$ cat config.mk
export PLATFORM = sky130hd
export DESIGN_NAME = qfno_fifo
export DESIGN_NICKNAME = d
export VERILOG_FILES = /design/src/hdl/qfno_pkg.sv /design/src/hdl/qfno_fifo.sv
export SDC_FILE = /design/constraint.sdc
export NUM_CORES = 1
export LEC_CHECK = 0
export BUFFER_PORTS_ARGS = -buffer_cell sky130_fd_sc_hd__buf_2
export CAP_MARGIN = 20
export CORE_ASPECT_RATIO = 0.7
export CORE_MARGIN = 1.5
export CORE_UTILIZATION = 30
export DETAILED_ROUTE_END_ITERATION = 6
export PLACE_DENSITY_LB_ADDON = 0.2
export SYNTH_ARGS = -nofsm -noshare
export SYNTH_HDL_FRONTEND = slang
export SYNTH_SLANG_ARGS = --single-unit
$ cat constraint.sdc
create_clock -name aclk -period 10.12 [get_ports aclk]
set_input_delay 1.518 -clock aclk [delete_from_list [all_inputs] [get_ports aclk]]
set_output_delay 1.518 -clock aclk [all_outputs]
set_load 0.005 [all_outputs]
$ cat src/hdl/qfno_pkg.sv
// ============================================================================
// qfno_pkg
// Shared types and constants of the quad face node order check block.
// ============================================================================
`timescale 1ns / 1ps
`default_nettype none

package qfno_pkg;

    localparam int ID_W              = 12;
    localparam int POS_W             = 16;
    localparam int TOL_W             = 64;
    localparam int NODE_DEPTH_DEF    = 4096;
    localparam int COORD_WIDTH_DEF   = 16;
    localparam int QUEUE_DEPTH       = 2;
    localparam int FACE_NODES        = 4;

    // Result status codes.
    localparam logic [1:0] ST_QUAD   = 2'd0;
    localparam logic [1:0] ST_TRI    = 2'd1;
    localparam logic [1:0] ST_NONE   = 2'd2;
    localparam logic [1:0] ST_WRITE  = 2'd3;

    // Request type codes.
    localparam logic REQ_WRITE = 1'b0;
    localparam logic REQ_CHECK = 1'b1;

    typedef struct packed {
        logic             req_type;
        logic [2:0]       node_count;
        logic [ID_W-1:0]  node_a;
        logic [ID_W-1:0]  node_b;
        logic [ID_W-1:0]  node_c;
        logic [ID_W-1:0]  node_d;
        logic [POS_W-1:0] pos_x;
        logic [POS_W-1:0] pos_y;
        logic [POS_W-1:0] pos_z;
    } req_t;

    typedef struct packed {
        logic [1:0]      status;
        logic [ID_W-1:0] out_node_a;
        logic [ID_W-1:0] out_node_b;
        logic [ID_W-1:0] out_node_c;
        logic [ID_W-1:0] out_node_d;
    } rsp_t;

    typedef enum logic [1:0] {
        KIND_WRITE,
        KIND_TRI,
        KIND_QUAD
    } cmd_kind_t;

    // Classified command handed from the front to the back.
    typedef struct packed {
        cmd_kind_t                        kind;
        logic [FACE_NODES-1:0][ID_W-1:0]  ids;
    } cmd_t;

endpackage

`default_nettype wire

$ cat src/hdl/qfno_fifo.sv
// ============================================================================
// qfno_fifo
// Short register queue that decouples the classifier from the engine.
// ============================================================================
`timescale 1ns / 1ps
`default_nettype none

module qfno_fifo #(
    parameter int WIDTH = 64,
    parameter int DEPTH = qfno_pkg::QUEUE_DEPTH
) (
    input  wire logic             aclk,
    input  wire logic             aresetn,
    input  wire logic             in_valid,
    output logic                  in_ready,
    input  wire logic [WIDTH-1:0] in_data,
    output logic                  out_valid,
    input  wire logic             out_ready,
    output logic      [WIDTH-1:0] out_data
);

    localparam int PTR_W = (DEPTH > 1) ? $clog2(DEPTH) : 1;
    localparam int CNT_W = $clog2(DEPTH + 1);

    logic [WIDTH-1:0] mem_reg [DEPTH];
    logic [PTR_W-1:0] wr_ptr_reg;
    logic [PTR_W-1:0] rd_ptr_reg;
    logic [CNT_W-1:0] cnt_reg;
    logic             push;
    logic             pop;

    assign in_ready  = (cnt_reg != CNT_W'(DEPTH));
    assign out_valid = (cnt_reg != '0);
    assign out_data  = mem_reg[rd_ptr_reg];
    assign push      = in_valid && in_ready;
    assign pop       = out_valid && out_ready;

    always_ff @(posedge aclk) begin
        if (!aresetn) begin
            wr_ptr_reg <= '0;
            rd_ptr_reg <= '0;
            cnt_reg    <= '0;
        end else begin
            if (push) begin
                mem_reg[wr_ptr_reg] <= in_data;
                wr_ptr_reg <= (wr_ptr_reg == PTR_W'(DEPTH - 1)) ? '0 : wr_ptr_reg + 1'b1;
            end
            if (pop) begin
                rd_ptr_reg <= (rd_ptr_reg == PTR_W'(DEPTH - 1)) ? '0 : rd_ptr_reg + 1'b1;
            end
            if (push && !pop) begin
                cnt_reg <= cnt_reg + 1'b1;
            end else if (pop && !push) begin
                cnt_reg <= cnt_reg - 1'b1;
            end
        end
    end

endmodule

`default_nettype wire

==> impl_metrics.csv <==
group,metric,value,unit
run_status,status,"finished, final reports clean",
sta,max_freq,259,MHz
cells_and_area,layout_common_cells,"133 x buf_2, 128 x edfxtp_1, 64 x mux2_2, 17 x clkbuf_16, 9 x clkbuf_1",
logic_synthesis,synth_cell_types,19,
cells_and_area,n_fill_cell,1452,
cells_and_area,synthToLayoutAreaGrowth,30.1,%
placement,port_buffers,133,
logic_synthesis,ys_warn_count,0,
sta,fin_crit_sh,0.382,
sta,fin_setup_tns,0,ns
placement,place.gp.congestion,0.678,
clock_network,cts_root_buffer,"clkbuf_16",
route,dr.first_iter.drc_count,90,
power,p_leak,2.32,nW
die,initial_utilization,0.310,
sta,worst_slew_pin_slew,0.905,ns
setup_path,crit_path_max_fanout,36,
die,chipHeight,109,um
clock_network,clk_latency,0.41,ns
cells_and_area,nets,443,
route,via_per_inst,4.31,
cells_and_area,final_common_cell,"buf_2",
setup_path,cp-end-kind,"primary output",
setup_path,ff2ff_path_depth,4,
cells_and_area,largest_register_ffs,128,
setup_path,crit_type,"reg2out",
setup_path,endpoint,"out_data[0]",
worst_hold_path,hold_path.class,"reg2reg",
sta,rsz0062_at_grt,"no",
route,ant_nets,0,
die,die_x,155,um
sta,period_minus_slack,3.86,ns
die,die-area,17000,um2
sta,setup_violations,0,
global_route,grt_pass1_vias,2712,
sta,hold_slack,0.541,ns
setup_path,cp.arrival,2.35,ns
clock_network,clock-sinks,133,
run,max-cap-violations,0,
logic_synthesis,netlist_area,4850,um2
power,p_per_area,244,nW/um2
clock_network,post_cts_buffers,0,
logic_synthesis,syn_nets,295,
clock_network,hold_buffers,0,
setup_path,crit_path_start_kind,"register",
die,rows,38,
clock_network,clk_path_buf_depth,2,
cells_and_area,drive_gt1_frac,0.587,
die,coreArea,15600,um2
global_route,grt_usage,0.116,
route,route.detailed.drc,0,
global_route,grt_max_degree,65,
logic_synthesis,synth_seq_cells,133,
setup_path,r2r_start,"cnt_reg[0]$_SDFFE_PN0P_",
power,peakVddDrop,113,uV
route,routed_wl,9280,um
logic_synthesis,avgSynthCellArea,21.5,um2
die,ioPinCount,134,
sta,finalHoldViolCount,0,
route,dr_total_vias,2532,
route,route.detailed.wl_per_inst,15.8,um
clock_network,clk_pin_slew,0.05,ns
clock_network,cts_resized,0,
clock_network,numCtsBuffers,17,
sta,skew,0.00724,ns
clock_network,cts_tree,"done",
route,firstDrtPassIters,4,
clock_network,cts.htree.levels,4,
global_route,grt-ovfl-total,0,
logic_synthesis,syn_inst,226,
logic_synthesis,yosysSeqAreaShare,0.813,
global_route,grt_pass1_wl,13900,um
global_route,antenna_found_initial,2,
setup_path,required,8.60,ns
setup_path,reg2reg_to,"mem_reg[1][60]$_DFFE_PP_",
sta,final-max-slew-violation-count,0,
placement,dp_hpwl,5780,um
setup_path,r2r_slack,7.82,ns
sta,maxSlewHeadroom,0.397,
==> metrics by stage <==
stage	cell area (um2)	cells	worst slack [ns]	power (mW)	util
4_1_cts	6310	587	6.14	1.57	0.403
5_1_grt	6310	587	6.04	1.61	0.403
6_report	6310	588	6.26	1.54	0.404
3_5_place_dp	5750	555	6.59	0.977	0.368
3_3_place_gp	5750	555	6.63	0.971	0.368
2_1_floorplan	4850	226	5.36	0.861	-
==> cell type report <==
type | instances | area [um2] | share of cell area
clock inverters | 4 | 72.6 | 0.0115
well taps | 200 | 250 | 0.0396
diodes | 1 | 2.50 | 0.000396
inverters | 2 | 7.51 | 0.00119
multi-input cells | 84 | 861 | 0.136
flip-flops and latches | 133 | 3950 | 0.625
clock buffers | 28 | 487 | 0.0771
repair buffers | 136 | 688 | 0.109
==> logic make-up after synthesis <==
kind of cell	after synthesis	synth area share
DFF	133	0.813
muxes	64	0.148
and+or+nand+nor	11	0.0129
buffers and inverters	9	0.0119
AOI/OAI and AO/OA	5	0.00619
xor gates and xnor gates	3	0.00541
adders and majority gates	1	0.00258
==> synth_stat cells, drive strengths merged <==
cell	n	share of area
dfxtp	5	0.021
a21boi	2	0.0031
edfxtp	128	0.79
xnor2	2	0.0036
mux2	64	0.15
nand3	1	0.0010
inv	2	0.0015
xor2	1	0.0018
o21ai	3	0.0031
and3	1	0.0013
nor2	2	0.0015
or3	2	0.0026
nor2b	1	0.0013
buf	7	0.010
or2	1	0.0013
and2	3	0.0039
ha	1	0.0026
==> where the power goes <==
group / leakage (nW) / internal (mW) / switching (mW) / total, mW
Combinational: 0.835 / 0.149 / 0.123 / 0.271
Sequential: 1.21 / 0.657 / 0.0295 / 0.687
Clock: 0.267 / 0.375 / 0.205 / 0.580
==> metal layers <==
| layer | up-vias | track usage | part of all wire |
|---|---|---|---|
| met5 | - | 0 | 0.0014 |
| met3 | 11 | 0.0599 | 0.085 |
| met2 | 92 | 0.181 | 0.46 |
| li1 | 1192 | - | - |
| met1 | 1235 | 0.134 | 0.44 |
| met4 | 2 | 0.0495 | 0.010 |
==> worst min-delay path by stage <==
stage                                  startpoint                 endpoint  slack, ns  depth (start not counted)
after floorplan           wr_ptr_reg$_SDFFE_PN0P_  wr_ptr_reg$_SDFFE_PN0P_       0.47                          2
after global placement    cnt_reg[1]$_SDFFE_PN0P_  cnt_reg[1]$_SDFFE_PN0P_       0.49                          2
after detailed placement  cnt_reg[1]$_SDFFE_PN0P_  cnt_reg[1]$_SDFFE_PN0P_       0.53                          2
after CTS                 cnt_reg[1]$_SDFFE_PN0P_  cnt_reg[1]$_SDFFE_PN0P_       0.54                          2
after global routing      cnt_reg[1]$_SDFFE_PN0P_  cnt_reg[1]$_SDFFE_PN0P_       0.57                          2
final                     cnt_reg[1]$_SDFFE_PN0P_  cnt_reg[1]$_SDFFE_PN0P_       0.54                          2
==> worst max-delay path: stages (launching register included) <==
cell,delay [ns]
dfxtp_2,0.80
buf_4,0.57
mux2_2,0.42
buf_2,0.13
No activity file was read; power rests on OpenSTA's default activity.
