[config.mk]
export PLATFORM = sky130hd
export DESIGN_NAME = qfno_front
export DESIGN_NICKNAME = d
export VERILOG_FILES = /design/src/hdl/qfno_pkg.sv /design/src/hdl/qfno_front.sv
export SDC_FILE = /design/constraint.sdc
export NUM_CORES = 1
export LEC_CHECK = 0
export CAP_MARGIN = 25
export CORE_MARGIN = 3
export CORE_UTILIZATION = 60
export CTS_BUF_LIST = sky130_fd_sc_hd__clkbuf_8
export CTS_CLUSTER_DIAMETER = 30
export CTS_CLUSTER_SIZE = 20
export DETAILED_ROUTE_END_ITERATION = 16
export DONT_BUFFER_PORTS = 1
export GPL_TIMING_DRIVEN = 0
export PLACE_DENSITY = 0.76
export SYNTH_ARGS = -nofsm -noshare
export SYNTH_HDL_FRONTEND = slang
export SYNTH_SLANG_ARGS = --single-unit
[constraint.sdc]
create_clock -name aclk -period 8.9 [get_ports aclk]
set_input_delay 1.78 -clock aclk [delete_from_list [all_inputs] [get_ports aclk]]
set_output_delay 1.78 -clock aclk [all_outputs]
set_load 0.05 [all_outputs]
[src/hdl/qfno_pkg.sv]
// ============================================================================
// qfno_pkg
// Shared types and constants of the quad face node order check block.
// ============================================================================
`timescale 1ns / 1ps
`default_nettype none

package qfno_pkg;

    localparam int ID_W              = 12;
    localparam int POS_W             = 16;
    localparam int TOL_W             = 64;
    localparam int NODE_DEPTH_DEF    = 4096;
    localparam int COORD_WIDTH_DEF   = 16;
    localparam int QUEUE_DEPTH       = 2;
    localparam int FACE_NODES        = 4;

    // Result status codes.
    localparam logic [1:0] ST_QUAD   = 2'd0;
    localparam logic [1:0] ST_TRI    = 2'd1;
    localparam logic [1:0] ST_NONE   = 2'd2;
    localparam logic [1:0] ST_WRITE  = 2'd3;

    // Request type codes.
    localparam logic REQ_WRITE = 1'b0;
    localparam logic REQ_CHECK = 1'b1;

    typedef struct packed {
        logic             req_type;
        logic [2:0]       node_count;
        logic [ID_W-1:0]  node_a;
        logic [ID_W-1:0]  node_b;
        logic [ID_W-1:0]  node_c;
        logic [ID_W-1:0]  node_d;
        logic [POS_W-1:0] pos_x;
        logic [POS_W-1:0] pos_y;
        logic [POS_W-1:0] pos_z;
    } req_t;

    typedef struct packed {
        logic [1:0]      status;
        logic [ID_W-1:0] out_node_a;
        logic [ID_W-1:0] out_node_b;
        logic [ID_W-1:0] out_node_c;
        logic [ID_W-1:0] out_node_d;
    } rsp_t;

    typedef enum logic [1:0] {
        KIND_WRITE,
        KIND_TRI,
        KIND_QUAD
    } cmd_kind_t;

    // Classified command handed from the front to the back.
    typedef struct packed {
        cmd_kind_t                        kind;
        logic [FACE_NODES-1:0][ID_W-1:0]  ids;
    } cmd_t;

endpackage

`default_nettype wire

[src/hdl/qfno_front.sv]
// ============================================================================
// qfno_front
// Accepts requests, sorts face node ids and reduces ids to store addresses.
// ============================================================================
`timescale 1ns / 1ps
`default_nettype none

module qfno_front #(
    parameter int NODE_DEPTH  = qfno_pkg::NODE_DEPTH_DEF,
    parameter int COORD_WIDTH = qfno_pkg::COORD_WIDTH_DEF,
    parameter int ADW         = $clog2(NODE_DEPTH)
) (
    input  wire logic                            aclk,
    input  wire logic                            aresetn,
    input  wire logic                            s_valid,
    output logic                                 s_ready,
    input  wire qfno_pkg::req_t                  s_data,
    output logic                                 o_valid,
    input  wire logic                            o_ready,
    output qfno_pkg::cmd_t                       o_cmd,
    output logic [qfno_pkg::FACE_NODES*ADW-1:0]  o_addr,
    output logic [3*COORD_WIDTH-1:0]             o_wdata
);

    localparam int IW    = qfno_pkg::ID_W;
    localparam int PW    = qfno_pkg::POS_W;
    localparam int NF    = qfno_pkg::FACE_NODES;
    // Reciprocal of the depth for the id reduction; the quotient estimate is
    // low by at most one, which the compare and subtract below corrects.
    localparam int RECIP = (2 ** 24) / NODE_DEPTH;

    logic                     f_valid_reg;
    qfno_pkg::cmd_t           f_cmd_reg;
    logic [NF-1:0][IW-1:0]    f_q_reg;
    logic [3*PW-1:0]          f_pos_reg;

    qfno_pkg::cmd_t           cmd_in;
    logic [NF-1:0][IW-1:0]    q_in;
    logic [IW-1:0]            srt [NF];
    logic [IW-1:0]            tmp;
    logic [47:0]              qprod;
    logic [31:0]              rem;
    logic [COORD_WIDTH+PW-1:0] ext;
    logic                     accept;

    assign s_ready = !f_valid_reg || o_ready;
    assign accept  = s_valid && s_ready;
    assign o_valid = f_valid_reg;
    assign o_cmd   = f_cmd_reg;

    // Sorting network on four ids; a triangle sorts with its fourth slot
    // pinned at the largest id so that it stays last.
    always_comb begin
        tmp    = '0;
        srt[0] = s_data.node_a;
        srt[1] = s_data.node_b;
        srt[2] = s_data.node_c;
        srt[3] = (s_data.node_count < 3'd4) ? {IW{1'b1}} : s_data.node_d;
        if (srt[0] > srt[1]) begin tmp = srt[0]; srt[0] = srt[1]; srt[1] = tmp; end
        if (srt[2] > srt[3]) begin tmp = srt[2]; srt[2] = srt[3]; srt[3] = tmp; end
        if (srt[0] > srt[2]) begin tmp = srt[0]; srt[0] = srt[2]; srt[2] = tmp; end
        if (srt[1] > srt[3]) begin tmp = srt[1]; srt[1] = srt[3]; srt[3] = tmp; end
        if (srt[1] > srt[2]) begin tmp = srt[1]; srt[1] = srt[2]; srt[2] = tmp; end

        if (s_data.req_type == qfno_pkg::REQ_WRITE) begin
            cmd_in.kind = qfno_pkg::KIND_WRITE;
            cmd_in.ids  = {{(3*IW){1'b0}}, s_data.node_a};
        end else if (s_data.node_count < 3'd4) begin
            cmd_in.kind = qfno_pkg::KIND_TRI;
            cmd_in.ids  = {{IW{1'b0}}, srt[2], srt[1], srt[0]};
        end else begin
            cmd_in.kind = qfno_pkg::KIND_QUAD;
            cmd_in.ids  = {srt[3], srt[2], srt[1], srt[0]};
        end

        for (int i = 0; i < NF; i++) begin
            qprod   = 48'(cmd_in.ids[i]) * 48'(RECIP);
            q_in[i] = qprod[35:24];
        end
    end

    // Remainder from the registered quotient estimate.
    always_comb begin
        o_addr = '0;
        for (int i = 0; i < NF; i++) begin
            rem = 32'(f_cmd_reg.ids[i]) - 32'(f_q_reg[i]) * 32'(NODE_DEPTH);
            if (rem >= 32'(NODE_DEPTH)) begin
                rem = rem - 32'(NODE_DEPTH);
            end
            o_addr[i*ADW +: ADW] = rem[ADW-1:0];
        end
        for (int k = 0; k < 3; k++) begin
            ext = {{COORD_WIDTH{1'b0}}, f_pos_reg[(2-k)*PW +: PW]};
            o_wdata[k*COORD_WIDTH +: COORD_WIDTH] = ext[COORD_WIDTH-1:0];
        end
    end

    always_ff @(posedge aclk) begin
        if (!aresetn) begin
            f_valid_reg <= 1'b0;
        end else begin
            if (accept) begin
                f_valid_reg <= 1'b1;
                f_cmd_reg   <= cmd_in;
                f_q_reg     <= q_in;
                f_pos_reg   <= {s_data.pos_x, s_data.pos_y, s_data.pos_z};
            end else if (o_ready) begin
                f_valid_reg <= 1'b0;
            end
        end
    end

endmodule

`default_nettype wire

==> results of run 1 <==
synthesized netlist by cell type, drive strengths merged, types with 3 or more instances:
| library cell | count | area [um^2] |
|---|---|---|
| edfxtp | 98 | 2940 |
| nor4 | 3 | 25.0 |
| inv | 56 | 210 |
| nor2b | 16 | 115 |
| nand2b | 4 | 25.0 |
| o211a | 8 | 80.1 |
| and2 | 5 | 31.3 |
| o21ai | 29 | 145 |
| nand4 | 11 | 75.1 |
| o21a | 3 | 22.5 |
| mux2 | 25 | 308 |
| clkbuf | 16 | 60.1 |
| a21oi | 46 | 230 |
| nand3 | 5 | 25.0 |
| a31oi | 4 | 25.0 |
| o211ai | 5 | 37.5 |
| buf | 53 | 397 |
| mux2i | 22 | 220 |
| a211o | 4 | 35.0 |
| and3 | 4 | 25.0 |
| or2 | 3 | 18.8 |
| ha | 55 | 688 |
| a211oi | 8 | 60.1 |
| nor2 | 43 | 161 |
| o22ai | 26 | 183 |
| nand2 | 30 | 113 |
| a21o | 15 | 113 |
| or3 | 4 | 30.0 |
worst max path at each step:
| stage | from | endpoint | slack (ps) | cells after the start |
|---|---|---|---|---|
| 3_5_place_dp | s_data[98] | o_cmd[13]$_SDFFCE_PN0P_ | -560 | 28 |
| 5_1_grt | s_data[98] | o_cmd[33]$_SDFFCE_PN0P_ | 40 | 31 |
| 4_1_cts | s_data[98] | o_cmd[30]$_SDFFCE_PN0P_ | 4 | 31 |
| 6_report | s_data[98] | o_cmd[13]$_SDFFCE_PN0P_ | 500 | 27 |
| 3_3_place_gp | s_data[98] | o_cmd[30]$_SDFFCE_PN0P_ | -400 | 28 |
| 2_1_floorplan | s_data[98] | o_cmd[12]$_SDFFCE_PN0P_ | 1010 | 28 |
final cells by class:
cell class	count	area, um^2	area share (%)
multi-input combinational	396	2980	42.5
sequential	99	2960	42.3
buffer	68	465	6.64
inverter	56	210	3.00
tap	136	170	2.43
clock buffer	10	138	1.96
clock inverter	6	56.3	0.804
timing repair buffer	1	27.5	0.393
cells in the final DEF, fill, tap and decap left out, types with 3 or more instances in the layout:
| master | count |
|---|---|
| clkbuf_1 | 8 |
| a211o_1 | 4 |
| o211ai_1 | 5 |
| nor2b_1 | 14 |
| mux2_2 | 18 |
| nand3_1 | 5 |
| a31oi_1 | 4 |
| o211a_1 | 8 |
| o22ai_1 | 24 |
| and3_1 | 3 |
| or3_1 | 3 |
| edfxtp_1 | 98 |
| nand4_1 | 10 |
| a211oi_1 | 7 |
| inv_1 | 56 |
| o21a_1 | 3 |
| clkbuf_2 | 8 |
| and2_1 | 5 |
| nand2b_1 | 4 |
| nand2_1 | 30 |
| a21oi_1 | 44 |
| nor2_1 | 43 |
| buf_4 | 48 |
| clkbuf_8 | 10 |
| o21ai_0 | 28 |
| mux2_4 | 7 |
| ha_1 | 55 |
| mux2i_1 | 22 |
| a21o_1 | 15 |
critical path: cells and delay by family:
family / cells / cell delay, ps
AO/OA/AOI/OAI: 14 / 3400
adder cells (fa/ha/maj): 3 / 1020
buffers and inverters: 4 / 1090
AND/OR/NAND/NOR: 6 / 1240
through the flow:
step                total power [mW]  area (um^2)
floorplan                       1.20         6590
global placement                1.31         6760
detailed placement              1.33         6790
CTS                             1.62         6990
global route                    1.72         7010
finish                          1.63         7010
cell families (layout without fill, tap and decap cells):
group / after synthesis / in the layout / synth area share (%)
simple gates: 135 / 135 / 10.7
mux: 47 / 47 / 8.01
flops: 99 / 99 / 45.0
compound gates: 159 / 159 / 15.8
buf+inv: 125 / 141 / 10.1
fa+ha+maj: 55 / 55 / 10.4
layer usage:
layer  vias up  wire length [um]
met1      2383              7250
met2       298              9230
met4         0               546
met5         -                 0
met3        43              1430
li1       2264                 -
repair_timing:
item / in CTS / in global routing
endpoints found under the hold margin: 0 / 0
buffers inserted: 0 / 0
setup endpoints to repair: 20 / 24
gates resized for setup: 2 / 15
report_power, final:
part | total [mW] | switching (mW) | leakage [nW] | internal (mW)
logic | 0.634 | 0.404 | 2.08 | 0.230
registers | 0.709 | 0.136 | 0.924 | 0.573
clock network | 0.291 | 0.176 | 0.0969 | 0.115
total | 1.63 | 0.715 | 3.10 | 0.919
==> impl_metrics.yaml, run 1 <==
placed_design:
  finalWeightedCongestion: 0.978
  port_buffers: 0
  hpwlAfterDp_um: 14800
  dp_slack_ps: -562
  dp_cells: 757
clock_network:
  clock_sinks: 99
  clkSlewWorstSetupHoldPaths_ps: 110
  insertion_delay_ps: 390
  cts_root_buf: "clkbuf_8"
  postCtsHoldBufs: 0
  cts_tree: "yes"
  cts_max_level: 3
  clk_path_buf_depth: 2
  cts_buffers: 9
final_layout:
  area_growth_pct: 6.34
  largest_reg_flops: 50
  diodes: 0
  nNetsFinal: 790
  fill_cells: 777
  drive_above_1_share_pct: 18.4
  final_cells: 772
  fin_util_pct: 66.7
setup_path:
  worstPathArrival_ps: 8540
  rr_worst_depth: 3
  crit_required_ps: 9040
  critPathMaxFanout: 10
  cpMaxStageDelayCell: "ha_1"
  crit_path_frequent_cell: "ha_1"
  r2r_end: "o_cmd[34]$_SDFFCE_PN0P_"
  slowest_delay_ps: 410
  cp-start-kind: "input port"
  path_class: "input port to flop"
  r2r_start: "o_valid$_SDFFE_PN0P_"
  r2r_slack_ps: 6640
  cp-end-kind: "flop"
floorplanning:
  die_area_mm2: 0.0123
  fp.dieW_um: 111
  start_util_pct: 62.7
  rows: 37
  ios: 252
  die_height_um: 111
  coreArea_mm2: 0.0105
synthesis:
  yosysUniqueCellTypes: 59
  synth-edff-count: 98
  yosysSeqAreaShare_pct: 45.0
  syn-instance-count: 620
  ys_ff_latch: 99
  synth_area_per_cell_um2: 10.6
  synth_ff_type: "edfxtp_1"
  ys_async_sr_fraction_pct: 0
  synth_warnings: 0
  syn-num-nets: 779
  syn-cell-area_mm2: 0.00659
route:
  wl_per_cell_um: 23.9
  drt_iter0_markers: 392
  drtAntennaViolNets: 0
  drt-total-wl_um: 18500
  dr_total_vias: 4988
  vias_per_cell: 6.46
  first_pass_iters: 6
  drc: 0
power:
  p_leak_nw: 3.10
  max-vdd-ir-drop_v: 0.000140
  powerDensity_mw_per_mm2: 233
min_path:
  hp-start: "o_valid$_SDFFE_PN0P_"
  hold_path_class: "flop to flop"
  min_to: "o_valid$_SDFFE_PN0P_"
  min_path_cells: 2
grt:
  grt_start_max_net_pins: 79
  grt_overflow: 0
  grt_most_used_layer: "met2"
  antenna_found_initial: 0
  grt_use_total_pct: 29.7
  grtUsageMet3_pct: 6.00
  grt_pass1_wl_um: 28600
  met1_usage_pct: 37.8
  grt_pass1_vias: 4888
  grt_use_met2_pct: 50.3
run:
  maxCapViolCount: 0
timing:
  final-hold-violation-count: 0
  hold_ws_ps: 1220
  rsz0062_at_grt: "false"
  setup_ws_ps: 498
  period_minus_slack_ps: 8400
  fmax_mhz: 119
  setup_tns_ps: 0
  setup_viol: 0
  tightest_slew_ps: 824
  slew_headroom_pct: 44.6
  fin_crit_sh_pct: 94.4
  drv_slew: 0
  skew_ps: 9.70
outcome:
  outcome: "completed"
(Power assumes the default switching activity.)
==> inputs of run 2 (changes only) <==
--- a/config.mk
+++ b/config.mk
@@ -13,6 +13,7 @@
 export CTS_CLUSTER_SIZE = 20
 export DETAILED_ROUTE_END_ITERATION = 16
 export DONT_BUFFER_PORTS = 1
+export GPL_ROUTABILITY_DRIVEN = 0
 export GPL_TIMING_DRIVEN = 0
 export PLACE_DENSITY = 0.76
 export SYNTH_ARGS = -nofsm -noshare
==> constraint.sdc (replaced) <==
create_clock -name aclk -period 8.04 [get_ports aclk]
set_input_delay 0.402 -clock aclk [delete_from_list [all_inputs] [get_ports aclk]]
set_output_delay 0.402 -clock aclk [all_outputs]
set_load 0.05 [all_outputs]
==> impl_metrics.yaml, run 2 (synthesized netlist as in run 1, its figures left out) <==
setup_path:
  crit_required_ps: 8150
  critPathMaxFanout: 10
  worstPathArrival_ps: 7560
  cpMaxStageDelayCell: "or4_1"
  slowest_delay_ps: 510
  cp-start-kind: "input port"
  path_class: "input port to flop"
  r2r_slack_ps: 5800
  r2r_start: "o_valid$_SDFFE_PN0P_"
  rr_worst_depth: 3
  r2r_end: "o_cmd[19]$_SDFFCE_PN0P_"
  cp-end-kind: "flop"
grt:
  grt_use_total_pct: 28.0
  antenna_found_initial: 0
  grt_pass1_vias: 4750
  grt_overflow: 0
  grt_start_max_net_pins: 79
  grt_pass1_wl_um: 27000
power:
  max-vdd-ir-drop_v: 0.000142
  powerDensity_mw_per_mm2: 255
  p_leak_nw: 3.08
  power_mw: 1.78
final_layout:
  diodes: 0
  fill_cells: 798
  layout_commonest_cell: "edfxtp_1"
  largest_reg_flops: 50
  fin_util_pct: 66.4
  regArea_mm2: 0.00296
  nNetsFinal: 791
  multi_input_area_mm2: 0.00297
  area_growth_pct: 5.96
  final_cell_mix: "98 x edfxtp_1, 56 x inv_1, 55 x ha_1"
  drive_above_1_share_pct: 17.0
placed_design:
  port_buffers: 0
  hpwlAfterDp_um: 14500
clock_network:
  post_cts_buffers: 0
  clk_path_buf_depth: 2
  clkSlewWorstSetupHoldPaths_ps: 100
  postCtsHoldBufs: 0
  clock_sinks: 99
  insertion_delay_ps: 370
  cts_buffers: 9
  cts_root_buf: "clkbuf_8"
  cts_resized: 0
  cts_tree: "yes"
  cts_max_level: 3
timing:
  skew_ps: 5.57
  fmax_mhz: 134
  rsz0062_at_grt: "false"
  final-hold-violation-count: 0
  slew_headroom_pct: 44.6
  setup_viol: 0
  fin_crit_sh_pct: 92.7
  tightest_slew_ps: 824
  setup_tns_ps: 0
  period_minus_slack_ps: 7450
  drv_slew: 0
min_path:
  min_to: "f_pos_reg[9]$_DFFE_PP_"
  hold_path_class: "input port to flop"
  min_path_cells: 0
  hp-start: "s_data[9]"
run:
  maxCapViolCount: 0
route:
  dr_total_vias: 4992
  drt_iter0_markers: 547
  first_pass_iters: 5
  drt-total-wl_um: 17800
  wl_per_cell_um: 23.1
  vias_per_cell: 6.46
  drc: 0
  drtAntennaViolNets: 0
floorplanning:
  coreArea_mm2: 0.0105
  fp.dieW_um: 111
  rows: 37
  die_area_mm2: 0.0123
  start_util_pct: 62.7
  ios: 252
  die_height_um: 111
outcome:
  outcome: "completed"
run 2: power breakdown:
group / internal, mW / switching, mW
clock: 0.118 / 0.184
sequential: 0.635 / 0.149
combinational: 0.252 / 0.442
total: 1.00 / 0.775
run 2: layer usage:
metal / track usage (%) / part of all wire [%] / up-vias
li1: - / - / 2273
met1: 34.8 / 38 / 2398
met2: 49.2 / 51 / 297
met3: 5.08 / 8.6 / 24
met4: 8.87 / 1.9 / 0
met5: 0 / 0 / -
run 2: worst max-delay path by stage:
stage | startpoint | slack [ps] | cells after the start | to
after floorplan | s_data[98] | 1530 | 28 | o_cmd[12]$_SDFFCE_PN0P_
after global placement | s_data[98] | 330 | 28 | o_cmd[30]$_SDFFCE_PN0P_
after detailed placement | s_data[98] | 110 | 28 | o_cmd[30]$_SDFFCE_PN0P_
after CTS | s_data[98] | 490 | 28 | o_cmd[30]$_SDFFCE_PN0P_
after global routing | s_data[98] | 110 | 28 | o_cmd[17]$_SDFFCE_PN0P_
final | s_data[98] | 590 | 28 | o_cmd[18]$_SDFFCE_PN0P_
run 2: worst max-delay path, delay by kind of cell:
kind | cells | cell delay (ps)
adders and majority gates | 3 | 930
AOI/OAI and AO/OA | 12 | 2750
buffers and inverters | 5 | 1610
and+or+nand+nor | 8 | 1870
run 2: final cells by class:
cell class                 instances  share of cell area (%)
sequential                        99                    42.4
inverter                          56                    3.01
multi-input combinational        396                    42.5
timing repair buffer               1                   0.394
clock buffer                       9                    1.77
clock inverter                     7                   0.842
buffer                            69                    6.58
tap                              136                    2.44
run 2: through the flow:
stage               instance area, um^2  cells  hold slack [ps]  setup slack [ps]
floorplan                          6590    620              501              1530
global placement                   6760    756              501               325
detailed placement                 6790    757              501               110
CTS                                6970    773             98.0               494
global route                       6980    773             88.4               115
finish                             6980    773              114               586
==> inputs of run 3 (changes only) <==
==> constraint.sdc (replaced) <==
create_clock -name aclk -period 7.16 [get_ports aclk]
set_input_delay 0.358 -clock aclk [delete_from_list [all_inputs] [get_ports aclk]]
set_output_delay 0.358 -clock aclk [all_outputs]
set_load 0.05 [all_outputs]
==> impl_metrics.yaml, run 3 (synthesized netlist as in run 1, its figures left out) <==
final_layout:
  final_cells: 772
  final_cell_mix: "98 x edfxtp_1, 56 x inv_1, 55 x ha_1"
  layout_commonest_cell: "edfxtp_1"
  nNetsFinal: 790
  diodes: 0
  fin_util_pct: 66.7
  largest_reg_flops: 50
  fill_cells: 792
  area_growth_pct: 6.42
  drive_above_1_share_pct: 19.5
  fin_area_mm2: 0.00701
clock_network:
  cts_tree: "yes"
  postCtsHoldBufs: 0
  clk_path_buf_depth: 2
  cts_max_level: 3
  insertion_delay_ps: 370
  cts_buffers: 9
  clkSlewWorstSetupHoldPaths_ps: 100
  cts_root_buf: "clkbuf_8"
  clock_sinks: 99
timing:
  setup_tns_ps: 0
  setup_viol: 0
  setup_ws_ps: 430
  slew_headroom_pct: 46.1
  rsz0062_at_grt: "false"
  final-hold-violation-count: 0
  skew_ps: 5.94
  fmax_mhz: 149
  drv_slew: 0
  period_minus_slack_ps: 6730
  hold_ws_ps: 70.1
  tightest_slew_ps: 802
  fin_crit_sh_pct: 94.0
setup_path:
  critPathMaxFanout: 10
  cp-end-kind: "flop"
  cp-start-kind: "input port"
  worstPathArrival_ps: 6840
  slowest_delay_ps: 370
  cpMaxStageDelayCell: "a2111o_1"
  path_class: "input port to flop"
  crit_required_ps: 7270
placed_design:
  dp_cells: 757
  port_buffers: 0
  placed_cell_area_mm2: 0.00679
  hpwlAfterDp_um: 14500
  dp_slack_ps: -726
floorplanning:
  rows: 37
  coreArea_mm2: 0.0105
  ios: 252
  start_util_pct: 62.7
  fp.dieW_um: 111
  die_area_mm2: 0.0123
  die_height_um: 111
run:
  maxCapViolCount: 0
power:
  powerDensity_mw_per_mm2: 286
  power_mw: 2.01
  p_leak_nw: 3.10
  max-vdd-ir-drop_v: 0.000160
route:
  dr_total_vias: 4959
  wl_per_cell_um: 23.2
  drt-total-wl_um: 17900
  vias_per_cell: 6.42
  first_pass_iters: 5
  drtAntennaViolNets: 0
  drc: 0
  drt_iter0_markers: 527
grt:
  antenna_found_initial: 0
  grt_pass1_wl_um: 27000
  grt_most_used_layer: "met2"
  grt_overflow: 0
  grtUsageMet3_pct: 5.08
  grt_use_total_pct: 28.0
  grt_use_met2_pct: 49.4
  met1_usage_pct: 34.8
  grt_pass1_vias: 4753
  grt_start_max_net_pins: 79
outcome:
  outcome: "completed"
min_path:
  hold_path_class: "input port to flop"
-- run 3: final cells by class --
cell class | instances | area (um^2) | area share [%]
Tap cell | 136 | 170 | 2.43
Inverter | 56 | 210 | 3.00
Buffer | 68 | 468 | 6.67
Multi-Input combinational cell | 396 | 2990 | 42.6
Clock buffer | 9 | 124 | 1.77
Clock inverter | 7 | 58.8 | 0.839
Timing Repair Buffer | 1 | 27.5 | 0.393
Sequential cell | 99 | 2960 | 42.3
-- run 3: worst paths after layout --
path,slack (ps),startpoint,endpoint,cells after the start
max,430,s_data[98],o_cmd[31]$_SDFFCE_PN0P_,31
max reg2reg,4910,o_valid$_SDFFE_PN0P_,o_cmd[18]$_SDFFCE_PN0P_,3
min,70,s_data[9],f_pos_reg[9]$_DFFE_PP_,0
min reg2reg,1230,o_valid$_SDFFE_PN0P_,o_valid$_SDFFE_PN0P_,2
-- run 3: report_power, final --
part           internal [mW]  leakage (nW)  switching (mW)  total, mW
registers              0.713         0.924           0.168      0.881
clock network          0.132        0.0877           0.207      0.339
logic                  0.289          2.09           0.499      0.788
total                   1.13          3.10           0.873       2.01
-- run 3: what timing repair did --
| action | CTS | global route |
|---|---|---|
| pin swaps | 0 | 0 |
| setup buffers | 0 | 0 |
| gates resized for setup | 3 | 27 |
| endpoints found under the setup margin | 20 | 24 |
| cloned | 0 | 0 |
-- run 3: critical path, delay by kind of cell --
family	cells	cell delay, ps
buffers and inverters	5	960
and+or+nand+nor	8	1350
AOI/OAI and AO/OA	14	2970
adders and majority gates	3	840
muxes	1	340
-- run 3: routing by layer --
layer	vias up	wire [um]	share of wire, %
met5	-	0	0
met4	0	382	2.1
met3	41	1500	8.3
met2	302	9230	52
met1	2351	6810	38
li1	2265	-	-
